File: config.mk
export PLATFORM = sky130hd
export DESIGN_NAME = tccw_ctrl
export DESIGN_NICKNAME = d
export VERILOG_FILES = /design/src/design/tccw_pkg.sv /design/src/design/tccw_ctrl.sv
export SDC_FILE = /design/constraint.sdc
export NUM_CORES = 1
export LEC_CHECK = 0
export BUFFER_PORTS_ARGS = -buffer_cell sky130_fd_sc_hd__buf_2
export CORE_AREA = 3 3 40 42
export DETAILED_ROUTE_END_ITERATION = 10
export DIE_AREA = 0 0 43 45
export GPL_TIMING_DRIVEN = 0
export HOLD_SLACK_MARGIN = 0.02
export PLACE_DENSITY = 0.5
export SLEW_MARGIN = 20
export SYNTH_ARGS = -nofsm -noshare
export SYNTH_HDL_FRONTEND = slang
export SYNTH_SLANG_ARGS = --single-unit
File: constraint.sdc
create_clock -name clk -period 2.4 [get_ports clk]
set_input_delay 0.24 -clock clk [delete_from_list [all_inputs] [get_ports clk]]
set_output_delay 0.24 -clock clk [all_outputs]
set_load 0.1 [all_outputs]
File: src/design/tccw_pkg.sv
// tccw_pkg: shared types and constants of the text console cell writer
// field widths, command codes, character codes, controller state and
// the command/status structs between controller and datapath; no dependencies
package tccw_pkg;

    // field widths of the channels
    localparam int CMD_W     = 2;
    localparam int CHAR_W    = 8;
    localparam int INDEX_W   = 11;
    localparam int ROW_OUT_W = 5;
    localparam int COL_OUT_W = 7;
    localparam int CELL_W    = 16;
    localparam int ATTR_W    = 8;

    // command codes
    localparam logic [CMD_W-1:0] CMD_PUT   = 2'd0;
    localparam logic [CMD_W-1:0] CMD_CLEAR = 2'd1;
    localparam logic [CMD_W-1:0] CMD_READ  = 2'd2;

    // character codes
    localparam logic [CHAR_W-1:0] CH_TAB     = 8'd9;
    localparam logic [CHAR_W-1:0] CH_NEWLINE = 8'd10;
    localparam logic [CHAR_W-1:0] CH_RETURN  = 8'd13;
    localparam logic [CHAR_W-1:0] CH_SPACE   = 8'd32;

    localparam int TAB_STEP = 8;

    // attribute and blank cell after reset
    localparam logic [ATTR_W-1:0] ATTR_RESET = 8'h0F;
    localparam logic [CELL_W-1:0] CELL_RESET = {ATTR_RESET, CH_SPACE};

    typedef enum logic [2:0] {
        ST_INIT,
        ST_IDLE,
        ST_EXEC,
        ST_SWEEP,
        ST_DONE
    } ctrl_state_t;

    typedef struct packed {
        logic load_item;
        logic exec;
        logic sweep_step;
        logic load_result;
    } dp_ctrl_t;

    typedef struct packed {
        logic [CMD_W-1:0] item_cmd;
        logic             need_scroll;
        logic             sweep_last;
        logic             out_free;
    } dp_status_t;

endpackage

File: src/design/tccw_ctrl.sv
// tccw_ctrl: controller state machine of the text console cell writer
// sequences item load, execution, cell sweeps and result hand-off; depends on tccw_pkg
module tccw_ctrl
    import tccw_pkg::*;
(
    input  logic       clk,
    input  logic       rst_n,
    input  logic       in_valid,
    output logic       in_ready,
    output dp_ctrl_t   ctrl,
    input  dp_status_t status
);
    ctrl_state_t state_reg;
    ctrl_state_t state_next;

    always_ff @(posedge clk or negedge rst_n)
    begin
        if (!rst_n)
        begin
            state_reg <= ST_INIT;
        end
        else
        begin
            state_reg <= state_next;
        end
    end

    always_comb
    begin
        state_next = state_reg;
        in_ready   = 1'b0;
        ctrl       = '0;
        unique case (state_reg)
            ST_INIT:
            begin
                ctrl.sweep_step = 1'b1;
                if (status.sweep_last)
                begin
                    state_next = ST_IDLE;
                end
            end
            ST_IDLE:
            begin
                in_ready = 1'b1;
                if (in_valid)
                begin
                    ctrl.load_item = 1'b1;
                    state_next     = ST_EXEC;
                end
            end
            ST_EXEC:
            begin
                ctrl.exec = 1'b1;
                priority if (status.item_cmd == CMD_CLEAR)
                begin
                    state_next = ST_SWEEP;
                end
                else if (status.item_cmd == CMD_PUT && status.need_scroll)
                begin
                    state_next = ST_SWEEP;
                end
                else if (status.item_cmd == CMD_READ)
                begin
                    // cell data is ready from the registered read port in ST_DONE
                    state_next = ST_DONE;
                end
                else if (status.out_free)
                begin
                    ctrl.load_result = 1'b1;
                    state_next       = ST_IDLE;
                end
                else
                begin
                    state_next = ST_DONE;
                end
            end
            ST_SWEEP:
            begin
                ctrl.sweep_step = 1'b1;
                if (status.sweep_last)
                begin
                    state_next = ST_DONE;
                end
            end
            ST_DONE:
            begin
                if (status.out_free)
                begin
                    ctrl.load_result = 1'b1;
                    state_next       = ST_IDLE;
                end
            end
            default:
            begin
                state_next = ST_IDLE;
            end
        endcase
    end
endmodule

==> impl_metrics.py, run 1 <==
metrics = {
    "synth": {
        "avgSynthCellArea_um2": 8.27,
        "ys_seq_area_share_pct": 27.5,
        "synthCells": 33,
        "synth_warnings": 0,
        "yosys.cell_types.count": 20,
        "syn-cell-area_um2": 273,
        "ys_ff_latch": 3,
        "synth_fp_nets": 41,
    },
    "clock_network": {
        "cts_sinks": 3,
        "post_cts_buffers": 0,
        "numCtsBuffers": 3,
        "htreeDepth": 1,
        "cts_tree": "yes",
        "cts.clk_slew.worst_paths_ns": 0.04,
        "cts_resized": 0,
        "clk-insertion-delay-late_ns": 0.23,
        "clk_path_buf_depth": 2,
        "cts_root_buf": "clkbuf_4",
    },
    "setup_path": {
        "crit_buf_inv": 1,
        "cp_top_family": "flip-flops",
        "reg2reg_to": "state_reg[0]$_DFFE_PN0P_",
        "max_stage_delay_ns": 0.46,
        "rrSetupSlack_ns": 0.97,
        "path_class": "reg2out",
        "cp_max_fo": 8,
        "crit_chain": "nor2b_1, o21ai_0, a21oi_1, buf_2",
        "endpoint_kind": "output pin",
        "reg2regPathDepth": 4,
        "slowest_stage": "dfrtp_1",
        "cp.arrival_ns": 1.53,
        "r2r_start": "state_reg[0]$_DFFE_PN0P_",
        "start_kind": "flip-flop",
        "cp.required_ns": 2.16,
    },
    "layout": {
        "synthToLayoutAreaGrowth_pct": 45.9,
        "drive_gt1_share_pct": 40.0,
        "largest_register_ffs": 3,
        "nets": 59,
        "num_antenna_cells": 0,
    },
    "sta": {
        "finClkSkew_ns": 0.00378,
        "period_share_pct": 73.8,
        "period_minus_slack_ns": 1.77,
        "max_freq_mhz": 565,
        "grt_setup_unrepaired": "false",
        "hold_viol": 0,
        "postLayoutSetupSlackWorst_ns": 0.629,
        "worstMarginPinSlew_ns": 0.486,
        "slew_headroom_pct": 67.8,
        "setup_viol": 0,
        "slew_viol_final": 0,
    },
    "floorplanning": {
        "die_w_um": 43,
        "core_mm2": 0.00128,
        "rows": 13,
        "initial_core_util_pct": 21.2,
        "die-area_mm2": 0.00194,
        "die_y_um": 45,
        "ios": 13,
    },
    "route": {
        "drc_errors": 0,
        "antenna_left": 0,
        "wl_um": 670,
        "drtIter0Drc": 5,
        "vias": 286,
        "wl_per_cell_um": 10.3,
        "firstDrtPassIters": 4,
        "viasPerCell": 4.40,
    },
    "global_route": {
        "grt_pass1_wl_um": 1020,
        "first_global_vias": 238,
        "grt.total_usage_pct": 7.75,
        "antenna_found_initial": 0,
        "grt_overflow_total": 0,
        "grt_start_max_net_pins": 11,
    },
    "run_status": {
        "run_status": "finished, final reports clean",
    },
    "run": {
        "cap_violations": 0,
    },
    "place": {
        "place_ws_ns": 0.857,
        "place_congestion": 0.662,
        "numPortBuffers": 12,
    },
    "worst_hold_path": {
        "hold_class": "in2async",
    },
}
[worst max-delay path by stage]
stage | start | slack (ns) | to | cells past startpoint
floorplan | state_reg[1]$_DFFE_PN0P_ | -0.47 | ctrl[3] | 3
global placement | state_reg[2]$_DFFE_PN0P_ | 0.87 | ctrl[0] | 4
detailed placement | state_reg[2]$_DFFE_PN0P_ | 0.86 | ctrl[0] | 4
CTS | state_reg[2]$_DFFE_PN0P_ | 0.59 | ctrl[0] | 4
global route | state_reg[2]$_DFFE_PN0P_ | 0.52 | ctrl[0] | 4
finish | state_reg[2]$_DFFE_PN0P_ | 0.63 | ctrl[0] | 4
[layout make-up]
class                   instances  area, um2
fillers                       143        887
multi-input cells              28        191
flip-flops and latches          3       75.1
repair buffers                 13       70.1
clock buffers                   4       26.3
well taps                      15       18.8
plain buffers                   2       16.3
[placed cells by master, fill, tap and decap left out]
cell type / n
or4b_1: 1
clkbuf_1: 1
a21oi_1: 2
o21ai_0: 3
dlygate4sd3_1: 1
nand3_1: 2
and2_1: 2
nand2b_1: 2
o211ai_1: 1
dfrtp_1: 3
and2b_1: 1
and3_1: 1
or4_1: 1
nor2b_1: 2
nor3b_2: 2
xor2_1: 1
buf_2: 13
nor2b_4: 1
nor3b_1: 1
nor2_1: 2
a21boi_0: 1
nor3_1: 2
clkbuf_4: 3
buf_6: 1
[kinds of logic (layout without fill, tap and decap cells)]
family | Yosys count | after routing | synth area share [%]
AND/OR/NAND/NOR | 20 | 20 | 48.6
AO/OA/AOI/OAI | 7 | 7 | 14.7
flip-flops | 3 | 3 | 27.5
buffers and inverters | 2 | 19 | 5.96
XOR/XNOR | 1 | 1 | 3.21
[cell usage after synthesis]
library cell | number | area share, %
a21boi_0 | 1 | 2.8
a21oi_1 | 2 | 3.7
and2_1 | 2 | 4.6
and2b_1 | 1 | 2.8
and3_1 | 1 | 2.3
buf_2 | 1 | 1.8
buf_6 | 1 | 4.1
dfrtp_1 | 3 | 28
nand2b_1 | 2 | 4.6
nand3_1 | 2 | 3.7
nor2_1 | 2 | 2.8
nor2b_1 | 2 | 4.6
nor2b_4 | 1 | 5.0
nor3_1 | 2 | 3.7
nor3b_1 | 3 | 8.3
o211ai_1 | 1 | 2.8
o21ai_0 | 3 | 5.5
or4_1 | 1 | 2.8
or4b_1 | 1 | 3.7
xor2_1 | 1 | 3.2
[what timing repair did]
action / in CTS / in global routing
hold buffers: 1 / 0
setup endpoints to repair: 0 / 0
hold endpoints to repair: 3 / 0
[per-layer routing]
layer  GRT usage, %  part of all wire (%)
met1           9.90                    46
met3          0.797                   9.1
met5              0                     0
met2           9.58                    44
met4           10.8                     0
[worst reg2reg max path, stage by stage, from the launching register on]
cell and delay, ns:
dfrtp_1 0.34, buf_2 0.18, nor3b_1 0.15, or4_1 0.46
and3_1 0.19
[metrics by stage]
stage | instances | TNS [ns] | utilization, % | hold WS [ns] | cell area, um2
floorplan | 33 | -0.470 | - | -0.0556 | 283
global placement | 60 | 0 | 28.1 | 0.0379 | 362
detailed placement | 60 | 0 | 28.1 | 0.0427 | 362
CTS | 65 | 0 | 31.0 | 0.324 | 398
global route | 65 | 0 | 31.0 | 0.345 | 398
finish | 65 | 0 | 31.0 | 0.327 | 398
Power of run 1 is left out: the tool's default activity adds up to more than one toggle a clock period on the data nets, which glitch-free logic cannot reach.
==> inputs of run 2 (changes only) <==
- clock period: 2.4 -> 1.8 ns (I/O delays scaled with it)
==> run 2 against run 1 <==
  * Setup slack lost 0.55 ns
  * Non-clock buffer count unchanged
  * Clock skew down 0.00088 ns
  * Critical path type unchanged
  * Register-to-register slack lost 0.59 ns
  * Global-route usage is 0.50 points lower
  * Core utilization is 2.2 points higher
  * Critical endpoint unchanged
  * Sequential cell count stayed put
  * Via count up 1.7%
  * First-iteration DRC count shrank 100%
  * Worst hold slack worse by 0.056 ns
==> impl_metrics.py, run 2 (synthesized netlist as in run 1, its figures left out) <==
metrics = {
    "run_status": {
        "run_status": "finished, final reports clean",
    },
    "route": {
        "drtIter0Drc": 0,
        "viasPerCell": 4.48,
        "drc_errors": 0,
        "antenna_left": 0,
        "firstDrtPassIters": 1,
        "wl_um": 636,
        "wl_per_cell_um": 9.78,
        "vias": 291,
    },
    "setup_path": {
        "endpoint_kind": "output pin",
        "start_kind": "flip-flop",
        "cp.arrival_ns": 1.54,
        "cp_max_fo": 8,
        "cp.required_ns": 1.62,
        "path_class": "reg2out",
        "reg2regPathDepth": 4,
    },
    "layout": {
        "drive_gt1_share_pct": 48.0,
        "synthToLayoutAreaGrowth_pct": 56.4,
        "final_common_cell": "buf_2",
        "nets": 59,
        "final_cell_mix": "buf_2 (12), clkbuf_4 (3)",
        "postLayoutCoreUtil_pct": 33.2,
        "largest_register_ffs": 3,
        "num_antenna_cells": 0,
    },
    "worst_hold_path": {
        "hold_class": "in2reg",
        "min_path_cells": 3,
    },
    "clock_network": {
        "post_cts_buffers": 0,
        "cts_tree": "yes",
        "htreeDepth": 1,
        "cts_root_buf": "clkbuf_4",
        "cts.clk_slew.worst_paths_ns": 0.04,
        "clk_path_buf_depth": 2,
        "clk-insertion-delay-late_ns": 0.23,
        "numCtsBuffers": 3,
        "cts_sinks": 3,
    },
    "global_route": {
        "antenna_found_initial": 0,
        "grt.total_usage_pct": 7.25,
        "grt_start_max_net_pins": 11,
        "first_global_vias": 280,
        "grt_pass1_wl_um": 1060,
        "grt_overflow_total": 0,
    },
    "run": {
        "cap_violations": 0,
    },
    "sta": {
        "grt_setup_unrepaired": "false",
        "max_freq_mhz": 581,
        "period_minus_slack_ns": 1.72,
        "slew_headroom_pct": 67.9,
        "worstMarginPinSlew_ns": 0.485,
        "setup_viol": 0,
        "hold_viol": 0,
        "slew_viol_final": 0,
        "period_share_pct": 95.6,
        "finClkSkew_ns": 0.00290,
    },
    "place": {
        "numPortBuffers": 12,
        "dp_hpwl_um": 465,
        "place_congestion": 0.649,
    },
    "floorplanning": {
        "rows": 13,
        "initial_core_util_pct": 21.2,
        "die-area_mm2": 0.00194,
        "ios": 13,
        "core_mm2": 0.00128,
        "die_w_um": 43,
        "die_y_um": 45,
    },
}
## run 2: cell counts in the layout (fill, tap and decap cells not counted)
No cell type changed its count.
## run 2: timing repair
item | in CTS | in global routing
hold endpoints to repair | 3 | 0
resized for setup | 0 | 0
hold buffers | 1 | 0
## run 2: through the flow
stage | TNS (ns) | cells | hold WS, ns | area [um2] | setup WS, ns
after global routing | 0 | 65 | 0.296 | 427 | 0.00198
after floorplan | -0.250 | 33 | -0.116 | 312 | -0.212
final | 0 | 65 | 0.271 | 427 | 0.0789
after CTS | 0 | 65 | 0.267 | 427 | 0.0701
after global placement | 0 | 60 | -0.0242 | 390 | 0.307
after detailed placement | 0 | 60 | -0.0242 | 390 | 0.321
## run 2: metal layers
layer	GRT usage [%]	vias to the layer above	routed length, um
met3	0	0	56
met5	0	-	0
met2	12.6	10	306
met1	7.97	130	273
met4	7.23	0	0
li1	-	151	-
## run 2: worst paths after layout
kind	startpoint	end	slack, ns
hold reg to reg	state_reg[2]$_DFFE_PN0P_	state_reg[1]$_DFFE_PN0P_	0.61
max in group asynchronous	rst_n	state_reg[2]$_DFFE_PN0P_	1.41
setup reg to reg	state_reg[1]$_DFFE_PN0P_	state_reg[0]$_DFFE_PN0P_	0.38
hold / removal	status[1]	state_reg[2]$_DFFE_PN0P_	0.27
min in group asynchronous	rst_n	state_reg[0]$_DFFE_PN0P_	0.28
setup / recovery	state_reg[2]$_DFFE_PN0P_	ctrl[0]	0.08
## run 2: layout make-up
type	count	area, um2
multi-input combinational	28	213
timing repair buffer	13	70.1
clock buffer	4	26.3
sequential	3	76.3
fill	148	858
tap	15	18.8
buffer	2	22.5
## run 2: critical path: stages, from the launching register on
cell	delay (ns)
dfrtp_2	0.48
nor2b_1	0.16
o21ai_0	0.12
a21oi_2	0.12
buf_2	0.43
Power of run 2 is left out for the same reason.
==> inputs of run 3 (changes only) <==
- CORE_AREA: 3 3 40 42 -> 2 2 39 41
- DIE_AREA: 0 0 43 45 -> 0 0 41 43
==> run 3 against run 2 <==
  * Global-route usage increased by 0.88 points
  * Worst hold slack got worse by 0.0067 ns
  * Maximum frequency decreased by 0.77%
  * Final cell count increased by 1.5%
  * Sequential cell count unchanged
  * First-iteration DRC count increased by 3
  * Via count decreased by 1.4%
  * Count of clock-buffer cells in the layout unchanged
  * Register-to-register slack about the same
  * Setup slack got worse by 0.013 ns
  * Design area increased by 0.29%
==> impl_metrics.py, run 3 (synthesized netlist as in run 1, its figures left out) <==
metrics = {
    "setup_path": {
        "slowest_stage": "dfrtp_2",
        "crit_buf_inv": 1,
        "max_stage_delay_ns": 0.48,
        "reg2regPathDepth": 4,
        "cp.required_ns": 1.62,
        "path_depth": 4,
        "endpoint_kind": "output pin",
        "cp_max_fo": 8,
        "path_class": "reg2out",
        "start_kind": "flip-flop",
        "crit_chain": "nor2b_1, o21ai_0, a21oi_2, buf_2",
        "cp_top_family": "flip-flops",
        "cp.arrival_ns": 1.55,
    },
    "place": {
        "place_ws_ns": 0.301,
        "numPortBuffers": 12,
        "place_congestion": 0.682,
        "dpl_cell_area_um2": 392,
    },
    "route": {
        "vias": 287,
        "antenna_left": 0,
        "drc_errors": 0,
        "drtIter0Drc": 3,
        "wl_per_cell_um": 9.12,
        "firstDrtPassIters": 2,
        "wl_um": 602,
        "viasPerCell": 4.35,
    },
    "clock_network": {
        "post_cts_buffers": 0,
        "clk_path_buf_depth": 2,
        "cts_root_buf": "clkbuf_4",
        "cts_sinks": 3,
        "htreeDepth": 1,
        "cts.clk_slew.worst_paths_ns": 0.04,
        "cts_tree": "yes",
        "clk-insertion-delay-late_ns": 0.23,
        "numCtsBuffers": 3,
        "cts_resized": 0,
    },
    "worst_hold_path": {
        "hold_class": "in2reg",
        "min_path_cells": 3,
    },
    "sta": {
        "period_minus_slack_ns": 1.73,
        "hold-worst-slack_ns": 0.264,
        "slew_headroom_pct": 67.8,
        "max_freq_mhz": 577,
        "postLayoutSetupSlackWorst_ns": 0.0655,
        "grt_setup_unrepaired": "false",
        "setup_viol": 0,
        "hold_viol": 0,
        "setup-tns-final_ns": 0,
        "period_share_pct": 96.4,
        "finClkSkew_ns": 0.00152,
        "worstMarginPinSlew_ns": 0.486,
        "slew_viol_final": 0,
    },
    "floorplanning": {
        "die_y_um": 43,
        "rows": 14,
        "die-area_mm2": 0.00176,
        "die_w_um": 41,
        "initial_core_util_pct": 19.7,
        "core_mm2": 0.00138,
        "ios": 13,
    },
    "global_route": {
        "first_global_vias": 242,
        "grt_pass1_wl_um": 966,
        "grt_start_max_net_pins": 11,
        "grt.total_usage_pct": 8.13,
        "grt_overflow_total": 0,
        "antenna_found_initial": 0,
    },
    "run_status": {
        "run_status": "finished, final reports clean",
    },
    "layout": {
        "finalInstanceArea_um2": 428,
        "synthToLayoutAreaGrowth_pct": 56.9,
        "num_antenna_cells": 0,
        "largest_register_ffs": 3,
        "nets": 59,
        "final_common_cell": "buf_2",
        "final_cell_mix": "buf_2 (12), clkbuf_4 (3)",
        "drive_gt1_share_pct": 48.0,
    },
    "run": {
        "cap_violations": 0,
    },
}
==> run 3: per-layer routing <==
| layer | global-route usage (%) | vias to the layer above | routed length [um] |
|---|---|---|---|
| met3 | 1.57 | 2 | 37 |
| met4 | 6.00 | 0 | 15 |
| met1 | 11.3 | 121 | 281 |
| met2 | 10.6 | 11 | 267 |
| li1 | - | 153 | - |
| met5 | 0 | - | 0 |
==> run 3: worst paths after layout <==
| path | slack (ns) | endpoint | from |
|---|---|---|---|
| hold reg to reg | 0.59 | state_reg[1]$_DFFE_PN0P_ | state_reg[2]$_DFFE_PN0P_ |
| hold / removal | 0.26 | state_reg[2]$_DFFE_PN0P_ | status[1] |
| min in group asynchronous | 0.27 | state_reg[1]$_DFFE_PN0P_ | rst_n |
| setup / recovery | 0.07 | ctrl[0] | state_reg[2]$_DFFE_PN0P_ |
| max in group asynchronous | 1.42 | state_reg[2]$_DFFE_PN0P_ | rst_n |
| setup reg to reg | 0.38 | state_reg[0]$_DFFE_PN0P_ | state_reg[1]$_DFFE_PN0P_ |
==> run 3: area by class of cell <==
| cell class | count | area, um2 |
|---|---|---|
| Fill cell | 161 | 956 |
| Multi-Input combinational cell | 28 | 213 |
| Sequential cell | 3 | 76.3 |
| Timing Repair Buffer | 13 | 70.1 |
| Clock buffer | 4 | 26.3 |
| Buffer | 2 | 22.5 |
| Tap cell | 16 | 20.0 |
==> run 3: worst reg2reg max path: cells and delay by family (launching register included) <==
kind	cells	cell delay, ns
buffers and inverters	1	0.14
flip-flops	1	0.36
AND/OR/NAND/NOR	3	0.80
==> run 3: timing repair <==
| item | in CTS | in global routing |
|---|---|---|
| hold buffers | 1 | 0 |
| setup endpoints to repair | 0 | 0 |
| endpoints found under the hold margin | 3 | 0 |
==> run 3: stage by stage <==
| stage | std cells | util (%) |
|---|---|---|
| 2_1_floorplan | 33 | - |
| 3_3_place_gp | 61 | 28.3 |
| 3_5_place_dp | 61 | 28.3 |
| 4_1_cts | 66 | 30.9 |
| 5_1_grt | 66 | 30.9 |
| 6_report | 66 | 30.9 |
Power of run 3 is left out for the same reason.
